### config.mk
export PLATFORM = sky130hd
export DESIGN_NAME = framebuffer_rect_fill
export DESIGN_NICKNAME = d
export VERILOG_FILES = /design/src/rtl/core/rfill_pkg.sv /design/src/rtl/core/rfill_cfg_regs.sv /design/src/rtl/core/rfill_in_reg.sv /design/src/rtl/core/rfill_engine.sv /design/src/rtl/core/rfill_out_reg.sv /design/src/rtl/core/framebuffer_rect_fill.sv
export SDC_FILE = /design/constraint.sdc
export NUM_CORES = 2
export LEC_CHECK = 0
export ABC_AREA = 1
export BUFFER_PORTS_ARGS = -buffer_cell sky130_fd_sc_hd__clkbuf_2
export CORE_MARGIN = 2
export CORE_UTILIZATION = 25
export CTS_BUF_LIST = sky130_fd_sc_hd__clkbuf_4 sky130_fd_sc_hd__clkbuf_8
export CTS_CLUSTER_DIAMETER = 150
export CTS_CLUSTER_SIZE = 20
export DETAILED_ROUTE_END_ITERATION = 12
export PLACE_DENSITY = 0.36
export SETUP_SLACK_MARGIN = 0.5
export SLEW_MARGIN = 20
export SYNTH_ARGS = -nofsm -noshare
export SYNTH_HDL_FRONTEND = slang
export SYNTH_HIERARCHICAL = 1
export SYNTH_SLANG_ARGS = --single-unit
### constraint.sdc
create_clock -name clk -period 7.4 [get_ports clk]
set_input_delay 0.74 -clock clk [delete_from_list [all_inputs] [get_ports clk]]
set_output_delay 0.74 -clock clk [all_outputs]
set_load 0.005 [all_outputs]
### src/rtl/core/rfill_pkg.sv
`timescale 1ns / 1ps
// Package for the framebuffer rectangle fill engine: widths, codes and the
// structures passed between its modules. No dependencies.
package rfill_pkg;

  localparam int COORD_BITS  = 16;
  localparam int PITCH_BITS  = 18;
  localparam int DEPTH_BITS  = 6;
  localparam int WORD_BITS   = 32;
  localparam int BYTES_BITS  = 3;
  localparam int CFG_IDX_BITS = 3;
  localparam int POFF_BITS   = COORD_BITS + BYTES_BITS;
  localparam int LBASE_BITS  = COORD_BITS + PITCH_BITS;

  localparam logic [WORD_BITS-1:0]  TEXT_BASE  = 32'h000B_8000;
  localparam logic [COORD_BITS-1:0] MIN_WIDTH  = COORD_BITS'(320);
  localparam logic [COORD_BITS-1:0] MIN_HEIGHT = COORD_BITS'(200);
  localparam logic [BYTES_BITS-1:0] MAX_BYTES  = BYTES_BITS'(4);

  typedef enum logic {
    OP_START = 1'b0,
    OP_STEP  = 1'b1
  } op_t;

  typedef enum logic {
    KIND_STATUS = 1'b0,
    KIND_WRITE  = 1'b1
  } kind_t;

  typedef enum logic [1:0] {
    ST_OK      = 2'd0,
    ST_NODEV   = 2'd1,
    ST_INVALID = 2'd2,
    ST_BUSY    = 2'd3
  } status_t;

  typedef enum logic [CFG_IDX_BITS-1:0] {
    REG_BACKEND = 3'd0,
    REG_WIDTH   = 3'd1,
    REG_HEIGHT  = 3'd2,
    REG_DEPTH   = 3'd3,
    REG_PITCH   = 3'd4,
    REG_BASE    = 3'd5,
    REG_SIZE    = 3'd6
  } reg_idx_t;

  typedef struct packed {
    logic                  backend_present;
    logic [COORD_BITS-1:0] screen_width;
    logic [COORD_BITS-1:0] screen_height;
    logic [DEPTH_BITS-1:0] bits_per_pixel;
    logic [PITCH_BITS-1:0] line_pitch;
    logic [WORD_BITS-1:0]  frame_phys_base;
    logic [WORD_BITS-1:0]  frame_size;
  } cfg_t;

  typedef struct packed {
    logic                  operation;
    logic [COORD_BITS-1:0] rect_x;
    logic [COORD_BITS-1:0] rect_y;
    logic [COORD_BITS-1:0] rect_width;
    logic [COORD_BITS-1:0] rect_height;
    logic [WORD_BITS-1:0]  fill_pixel;
  } item_t;

  typedef struct packed {
    logic                  result_kind;
    logic [1:0]            status_code;
    logic [WORD_BITS-1:0]  byte_offset;
    logic [WORD_BITS-1:0]  write_data;
    logic [BYTES_BITS-1:0] write_bytes;
    logic                  last_write;
  } result_t;

endpackage

### src/rtl/core/rfill_cfg_regs.sv
`timescale 1ns / 1ps
// Configuration register file of the rectangle fill engine.
// Depends on rfill_pkg.
module rfill_cfg_regs (
  input  logic                                 clk,
  input  logic                                 rst,
  input  logic                                 cfg_we,
  input  logic [rfill_pkg::CFG_IDX_BITS-1:0]   cfg_index,
  input  logic [rfill_pkg::WORD_BITS-1:0]      cfg_data,
  output rfill_pkg::cfg_t                      cfg
);
  import rfill_pkg::*;

  always_ff @(posedge clk) begin
    if (rst) begin
      cfg <= '0;
    end else if (cfg_we) begin
      case (cfg_index)
        REG_BACKEND: cfg.backend_present <= cfg_data[0];
        REG_WIDTH:   cfg.screen_width    <= cfg_data[COORD_BITS-1:0];
        REG_HEIGHT:  cfg.screen_height   <= cfg_data[COORD_BITS-1:0];
        REG_DEPTH:   cfg.bits_per_pixel  <= cfg_data[DEPTH_BITS-1:0];
        REG_PITCH:   cfg.line_pitch      <= cfg_data[PITCH_BITS-1:0];
        REG_BASE:    cfg.frame_phys_base <= cfg_data;
        REG_SIZE:    cfg.frame_size      <= cfg_data;
        default: ;
      endcase
    end
  end

endmodule

### src/rtl/core/rfill_in_reg.sv
`timescale 1ns / 1ps
// Input register of the rectangle fill engine: holds one accepted item
// until the engine takes it. Depends on rfill_pkg.
module rfill_in_reg (
  input  logic            clk,
  input  logic            rst,
  input  logic            in_valid,
  output logic            in_stall,
  input  rfill_pkg::item_t in_item,
  input  logic            take,
  output logic            held_valid,
  output rfill_pkg::item_t held_item
);
  import rfill_pkg::*;

  logic accept;

  assign in_stall = held_valid && !take;
  assign accept   = in_valid && !in_stall;

  always_ff @(posedge clk) begin
    if (rst) begin
      held_valid <= 1'b0;
    end else if (accept) begin
      held_valid <= 1'b1;
    end else if (take) begin
      held_valid <= 1'b0;
    end
  end

  always_ff @(posedge clk) begin
    if (accept) begin
      held_item <= in_item;
    end
  end

endmodule

### src/rtl/core/rfill_engine.sv
`timescale 1ns / 1ps
// Fill engine: start checks, clipping and per-pixel offset walk, all between
// the input register and the result register. Depends on rfill_pkg.
module rfill_engine (
  input  logic              clk,
  input  logic              rst,
  input  rfill_pkg::cfg_t   cfg,
  input  logic              fire,
  input  rfill_pkg::item_t  item,
  output logic              has_result,
  output rfill_pkg::result_t result
);
  import rfill_pkg::*;

  logic                  fill_active;
  logic [COORD_BITS-1:0] current_row;
  logic [COORD_BITS-1:0] current_col;
  logic [COORD_BITS-1:0] first_col;
  logic [COORD_BITS:0]   end_col;
  logic [COORD_BITS:0]   end_row;
  logic [LBASE_BITS-1:0] line_base;
  logic [POFF_BITS-1:0]  pixel_offset;
  logic [POFF_BITS-1:0]  first_offset;
  logic [WORD_BITS-1:0]  held_pixel;
  logic [BYTES_BITS-1:0] pixel_bytes;

  logic                  dev_ok;
  logic [BYTES_BITS-1:0] bpp;
  logic                  do_start;
  logic [COORD_BITS:0]   x_end;
  logic [COORD_BITS:0]   y_end;
  logic [COORD_BITS:0]   col_plus;
  logic [COORD_BITS:0]   row_plus;
  logic                  last;
  logic [WORD_BITS-1:0]  mask;
  status_t               status;

  assign dev_ok = cfg.backend_present && (cfg.frame_phys_base != TEXT_BASE) &&
                  (cfg.screen_width >= MIN_WIDTH) && (cfg.screen_height >= MIN_HEIGHT) &&
                  (cfg.line_pitch != '0) && (cfg.frame_size != '0);
  assign bpp    = cfg.bits_per_pixel[DEPTH_BITS-1:3];

  always_comb begin
    do_start = 1'b0;
    if (fill_active) begin
      status = ST_BUSY;
    end else if (!dev_ok) begin
      status = ST_NODEV;
    end else if (item.rect_width == '0 || item.rect_height == '0) begin
      status = ST_OK;
    end else if (item.rect_x >= cfg.screen_width || item.rect_y >= cfg.screen_height) begin
      status = ST_INVALID;
    end else if (bpp == '0 || bpp > MAX_BYTES) begin
      status = ST_INVALID;
    end else begin
      status   = ST_OK;
      do_start = 1'b1;
    end
  end

  always_comb begin
    x_end = {1'b0, item.rect_x} + {1'b0, item.rect_width};
    if (x_end > {1'b0, cfg.screen_width}) begin
      x_end = {1'b0, cfg.screen_width};
    end
    y_end = {1'b0, item.rect_y} + {1'b0, item.rect_height};
    if (y_end > {1'b0, cfg.screen_height}) begin
      y_end = {1'b0, cfg.screen_height};
    end
  end

  assign col_plus = {1'b0, current_col} + 1'b1;
  assign row_plus = {1'b0, current_row} + 1'b1;
  assign last     = (col_plus >= end_col) && (row_plus >= end_row);

  always_comb begin
    case (pixel_bytes)
      3'd1:    mask = 32'h0000_00FF;
      3'd2:    mask = 32'h0000_FFFF;
      3'd3:    mask = 32'h00FF_FFFF;
      default: mask = 32'hFFFF_FFFF;
    endcase
  end

  always_comb begin
    result = '0;
    if (item.operation == OP_START) begin
      has_result         = 1'b1;
      result.result_kind = KIND_STATUS;
      result.status_code = status;
    end else begin
      has_result         = fill_active;
      result.result_kind = KIND_WRITE;
      result.status_code = ST_OK;
      result.byte_offset = line_base[WORD_BITS-1:0] + WORD_BITS'(pixel_offset);
      result.write_data  = held_pixel & mask;
      result.write_bytes = pixel_bytes;
      result.last_write  = last;
    end
  end

  always_ff @(posedge clk) begin
    if (rst) begin
      fill_active  <= 1'b0;
      current_row  <= '0;
      current_col  <= '0;
      first_col    <= '0;
      end_col      <= '0;
      end_row      <= '0;
      line_base    <= '0;
      pixel_offset <= '0;
      first_offset <= '0;
      held_pixel   <= '0;
      pixel_bytes  <= '0;
    end else if (fire) begin
      if (item.operation == OP_START) begin
        if (do_start) begin
          fill_active  <= 1'b1;
          first_col    <= item.rect_x;
          current_col  <= item.rect_x;
          current_row  <= item.rect_y;
          end_col      <= x_end;
          end_row      <= y_end;
          pixel_bytes  <= bpp;
          pixel_offset <= POFF_BITS'(item.rect_x) * POFF_BITS'(bpp);
          first_offset <= POFF_BITS'(item.rect_x) * POFF_BITS'(bpp);
          line_base    <= LBASE_BITS'(item.rect_y) * LBASE_BITS'(cfg.line_pitch);
          held_pixel   <= item.fill_pixel;
        end
      end else if (fill_active) begin
        if (last) begin
          fill_active <= 1'b0;
        end else if (col_plus >= end_col) begin
          // Wrap to the left edge of the next row.
          current_col  <= first_col;
          pixel_offset <= first_offset;
          current_row  <= row_plus[COORD_BITS-1:0];
          line_base    <= line_base + LBASE_BITS'(cfg.line_pitch);
        end else begin
          current_col  <= col_plus[COORD_BITS-1:0];
          pixel_offset <= pixel_offset + POFF_BITS'(pixel_bytes);
        end
      end
    end
  end

endmodule

### src/rtl/core/rfill_out_reg.sv
`timescale 1ns / 1ps
// Result register of the rectangle fill engine, facing the output channel.
// Depends on rfill_pkg.
module rfill_out_reg (
  input  logic               clk,
  input  logic               rst,
  input  logic               load,
  input  logic               load_valid,
  input  rfill_pkg::result_t load_data,
  output logic               free,
  output logic               out_valid,
  input  logic               out_stall,
  output rfill_pkg::result_t out_data
);
  import rfill_pkg::*;

  assign free = !out_valid || !out_stall;

  always_ff @(posedge clk) begin
    if (rst) begin
      out_valid <= 1'b0;
    end else if (load) begin
      out_valid <= load_valid;
    end else if (!out_stall) begin
      out_valid <= 1'b0;
    end
  end

  always_ff @(posedge clk) begin
    if (load && load_valid) begin
      out_data <= load_data;
    end
  end

endmodule

### src/rtl/core/framebuffer_rect_fill.sv
`timescale 1ns / 1ps
// Solid rectangle fill engine for a linear framebuffer, top level.
// Depends on rfill_pkg, rfill_cfg_regs, rfill_in_reg, rfill_engine, rfill_out_reg.
//
// A start transfer (operation 0) checks the programmed geometry and the
// rectangle, clips the rectangle to the screen and always answers with one
// status transfer: ok, no device, invalid, or busy when a fill is already
// running. Once a fill is running, every step transfer (operation 1) yields
// exactly one pixel write transfer carrying the byte offset
// row * line_pitch + col * pixel_bytes (kept to 32 bits), the pixel word
// cut to its low bytes, the byte count and a last mark on the final pixel;
// pixels go row by row, left to right. A step while no fill runs produces
// nothing. Each item passes through an input register and combinational logic
// into the result register, so the block takes one item per clock while the
// output is not stalled. The result register is loaded from the held item
// whenever it is free, and the result transfer takes place once the output
// is not stalled. The start multiply (top row times line pitch) is the longest
// path; later offsets advance by additions only. Configuration registers are
// written through the plain write port (indexes beyond the last register
// are ignored) and should only change while no item is in flight; the line
// pitch is read again whenever the fill moves to a new row.
module framebuffer_rect_fill (
  input  logic                                clk,
  input  logic                                rst,
  input  logic                                cfg_we,
  input  logic [rfill_pkg::CFG_IDX_BITS-1:0]  cfg_index,
  input  logic [rfill_pkg::WORD_BITS-1:0]     cfg_data,
  input  logic                                in_valid,
  output logic                                in_stall,
  input  logic                                operation,
  input  logic [rfill_pkg::COORD_BITS-1:0]    rect_x,
  input  logic [rfill_pkg::COORD_BITS-1:0]    rect_y,
  input  logic [rfill_pkg::COORD_BITS-1:0]    rect_width,
  input  logic [rfill_pkg::COORD_BITS-1:0]    rect_height,
  input  logic [rfill_pkg::WORD_BITS-1:0]     fill_pixel,
  output logic                                out_valid,
  input  logic                                out_stall,
  output logic                                result_kind,
  output logic [1:0]                          status_code,
  output logic [rfill_pkg::WORD_BITS-1:0]     byte_offset,
  output logic [rfill_pkg::WORD_BITS-1:0]     write_data,
  output logic [rfill_pkg::BYTES_BITS-1:0]    write_bytes,
  output logic                                last_write
);
  import rfill_pkg::*;

  cfg_t    cfg;
  item_t   in_item;
  item_t   held_item;
  logic    held_valid;
  logic    out_free;
  logic    fire;
  logic    has_result;
  result_t result;
  result_t out_data;

  assign in_item.operation   = operation;
  assign in_item.rect_x      = rect_x;
  assign in_item.rect_y      = rect_y;
  assign in_item.rect_width  = rect_width;
  assign in_item.rect_height = rect_height;
  assign in_item.fill_pixel  = fill_pixel;

  // The held item is processed whenever the result register can take its
  // answer; an item with no answer still needs the slot to be free so that
  // ordering against the result register stays simple.
  assign fire = held_valid && out_free;

  rfill_cfg_regs u_cfg (
    .clk       (clk),
    .rst       (rst),
    .cfg_we    (cfg_we),
    .cfg_index (cfg_index),
    .cfg_data  (cfg_data),
    .cfg       (cfg)
  );

  rfill_in_reg u_in (
    .clk        (clk),
    .rst        (rst),
    .in_valid   (in_valid),
    .in_stall   (in_stall),
    .in_item    (in_item),
    .take       (fire),
    .held_valid (held_valid),
    .held_item  (held_item)
  );

  rfill_engine u_engine (
    .clk        (clk),
    .rst        (rst),
    .cfg        (cfg),
    .fire       (fire),
    .item       (held_item),
    .has_result (has_result),
    .result     (result)
  );

  rfill_out_reg u_out (
    .clk        (clk),
    .rst        (rst),
    .load       (fire),
    .load_valid (has_result),
    .load_data  (result),
    .free       (out_free),
    .out_valid  (out_valid),
    .out_stall  (out_stall),
    .out_data   (out_data)
  );

  assign result_kind = out_data.result_kind;
  assign status_code = out_data.status_code;
  assign byte_offset = out_data.byte_offset;
  assign write_data  = out_data.write_data;
  assign write_bytes = out_data.write_bytes;
  assign last_write  = out_data.last_write;

endmodule

==> results_dict.tcl <==
set metrics [dict create \
    die_h_um 396 \
    postCtsHoldBufs 0 \
    max_slew.worst_pin.slew_ns 1.06 \
    grt_max_degree 82 \
    worst-path-max-fanout 12 \
    track_usage_pct 16.6 \
    slowest_delay_ns 0.79 \
    rows 143 \
    setup_viol 0 \
    p_seq_share_pct 49.0 \
    start_util_pct 25.2 \
    cts_inserted_buffers 29 \
    vias 33300 \
    viasPerCell 4.42 \
    gp_congestion 0.815 \
    maxSlewViolCount 0 \
    post-route-min-period_ns 6.43 \
    setup.worst_path.end_class "flop" \
    p_clk_share_pct 23.8 \
    drive_above_1_share_pct 6.95 \
    internal_power_w 0.00381 \
    grt_pass1_vias 33400 \
    synthCells 5379 \
    fp.dieW_um 396 \
    hold_viol 0 \
    drcViolationCount 0 \
    post_dp_cell_area_um2 41700 \
    cts_resized 0 \
    h-tree-depth 1 \
    comb_power_share_pct 27.2 \
    synth.avg_cell_area_um2 7.15 \
    wl_per_cell_um 17.7 \
    drt_iter0_drc 1911 \
    fin_crit_sh_pct 86.9 \
    rsz0062_at_grt "false" \
    antenna_found_initial 4 \
    first_pass_iters 8 \
    cts_tree "done" \
    clk_pin_slew_worst_paths_ns 0.14 \
    totalWireLength_um 133000 \
    fin_skew_ns 0.0442 \
    setup_tns_ns 0 \
    p_leak_nw 20.8 \
    switchingPower_w 0.00220 \
    netlist_area_um2 38400 \
    postCtsSetupBuffers 0 \
    cts_root_buf "clkbuf_8" \
    cap_violations 0 \
    path_class "flop to flop" \
    ir_worst_vdd_uv 124 \
    fin_nets 6139 \
    cts_sinks 476 \
    ioPinCount 210 \
    worstPathArrival_ns 7.11 \
    grt_overflow 0 \
    power.share.switching_pct 36.5 \
    cellPowerDensity_nw_per_um2 142 \
    insertion_delay_ns 0.77 \
    status "complete, no violations" \
    grt_pass1_wl_um 204000 \
    die_area_um2 157000 \
    relSlewSlack_pct 29.6 \
    max_freq_mhz 156 \
    core_um2 152000 \
    syn_to_final_growth_pct 9.92 \
    antenna_left 0 \
    synth_warnings 6 \
    cts_buffer_depth 3 \
    cp_slowest_cell "edfxtp_1" \
    final_util_pct 27.7 \
    required_ns 8.09 \
    design_area_um2 42200 \
    synth_fp_nets 6042 \
    hp-class "primary input to flop" \
    start_kind "flop" \
    numPortBuffers 209 \
    hpwl_um 102000 \
    cp_common_cell "fa_1" \
]
layout by cell type (no fill, tap or decap), types with 5 or more instances in the layout:
cell type	n
xor2_1	73
o211ai_1	8
clkbuf_2	209
inv_1	871
inv_2	7
nor2_1	773
o21bai_1	14
buf_4	70
nand2_1	1329
o21ai_1	5
nand3b_1	6
a21oi_1	279
or2_2	12
o21a_1	13
edfxtp_1	168
clkbuf_4	13
nand2_2	5
o21ai_0	198
ha_1	285
nand4_1	66
nor3_1	36
nor4_1	15
fa_1	241
a21o_1	12
nor2_4	9
dfxtp_1	308
a211oi_1	6
xnor2_1	21
clkbuf_8	30
nand3_1	363
power by group through the flow:
| stage | registers, W | clock network [W] | logic (W) |
|---|---|---|---|
| 6_report | 0.00294 | 0.00143 | 0.00164 |
| 5_1_grt | 0.00296 | 0.00161 | 0.00188 |
| 4_1_cts | 0.00295 | 0.00155 | 0.00167 |
| 3_5_place_dp | 0.00301 | 0 | 0.00167 |
| 3_3_place_gp | 0.00301 | 0 | 0.00166 |
| 2_1_floorplan | 0.00293 | 0 | 0.00114 |
layout make-up:
class | count | area, µm²
antenna | 1 | 2.50
clock buffer | 43 | 510
clock inverter | 6 | 60.1
fill | 17000 | 110000
inverter | 883 | 3320
multi-input combinational | 3803 | 23000
sequential | 476 | 11200
tap | 2030 | 2540
timing repair buffer | 283 | 1650
critical path, delay by kind of cell (launching register included):
kind | cells | cell delay, ns
flops | 1 | 0.79
buf+inv | 6 | 0.57
compound gates | 2 | 0.26
fa+ha+maj | 7 | 3.47
simple gates | 10 | 1.29
registers in the layout (all words and copies together) (netlist names):
signal and flops:
u_cfg/cfg 118, u_engine/current_col 16, u_engine/current_row 16, u_engine/end_col 17, u_engine/end_row 17, u_engine/fill_active 1
u_engine/first_col 16, u_engine/first_offset 19, u_engine/held_pixel 32, u_engine/line_base 32, u_engine/pixel_bytes 3, u_engine/pixel_offset 19
u_in/held_item 97, u_in/held_valid 1, u_out/out_data 71, u_out/out_valid 1
per-layer routing:
layer	wire (µm)	vias up	track usage [%]
li1	-	17000	-
met1	64500	15700	23.0
met2	61800	487	28.0
met3	3970	103	1.62
met4	2620	2	3.33
met5	13	-	0
final timing paths:
kind                                        startpoint                endpoint  slack, ns  depth (start not counted)
worst max-delay path                u_in/held_item[71]  u_engine/line_base[23]       0.97                         25
worst max register to register      u_in/held_item[71]  u_engine/line_base[23]       0.97                         25
worst min-delay path                     rect_width[2]      u_in/held_item[50]       0.13                          1
worst min register to register  u_engine/first_col[14]  u_engine/first_col[14]       0.46                          2
metrics by stage:
stage / power [W] / hold slack [ns] / worst slack, ns / std cells
2_1_floorplan: 0.00407 / 0.424 / 1.65 / 5379
3_3_place_gp: 0.00467 / 0.436 / 0.877 / 7473
3_5_place_dp: 0.00467 / 0.442 / 0.856 / 7474
4_1_cts: 0.00617 / 0.0402 / 0.870 / 7523
5_1_grt: 0.00645 / 0.0509 / 0.568 / 7525
6_report: 0.00601 / 0.134 / 0.973 / 7525
(Power assumes the default switching activity.)
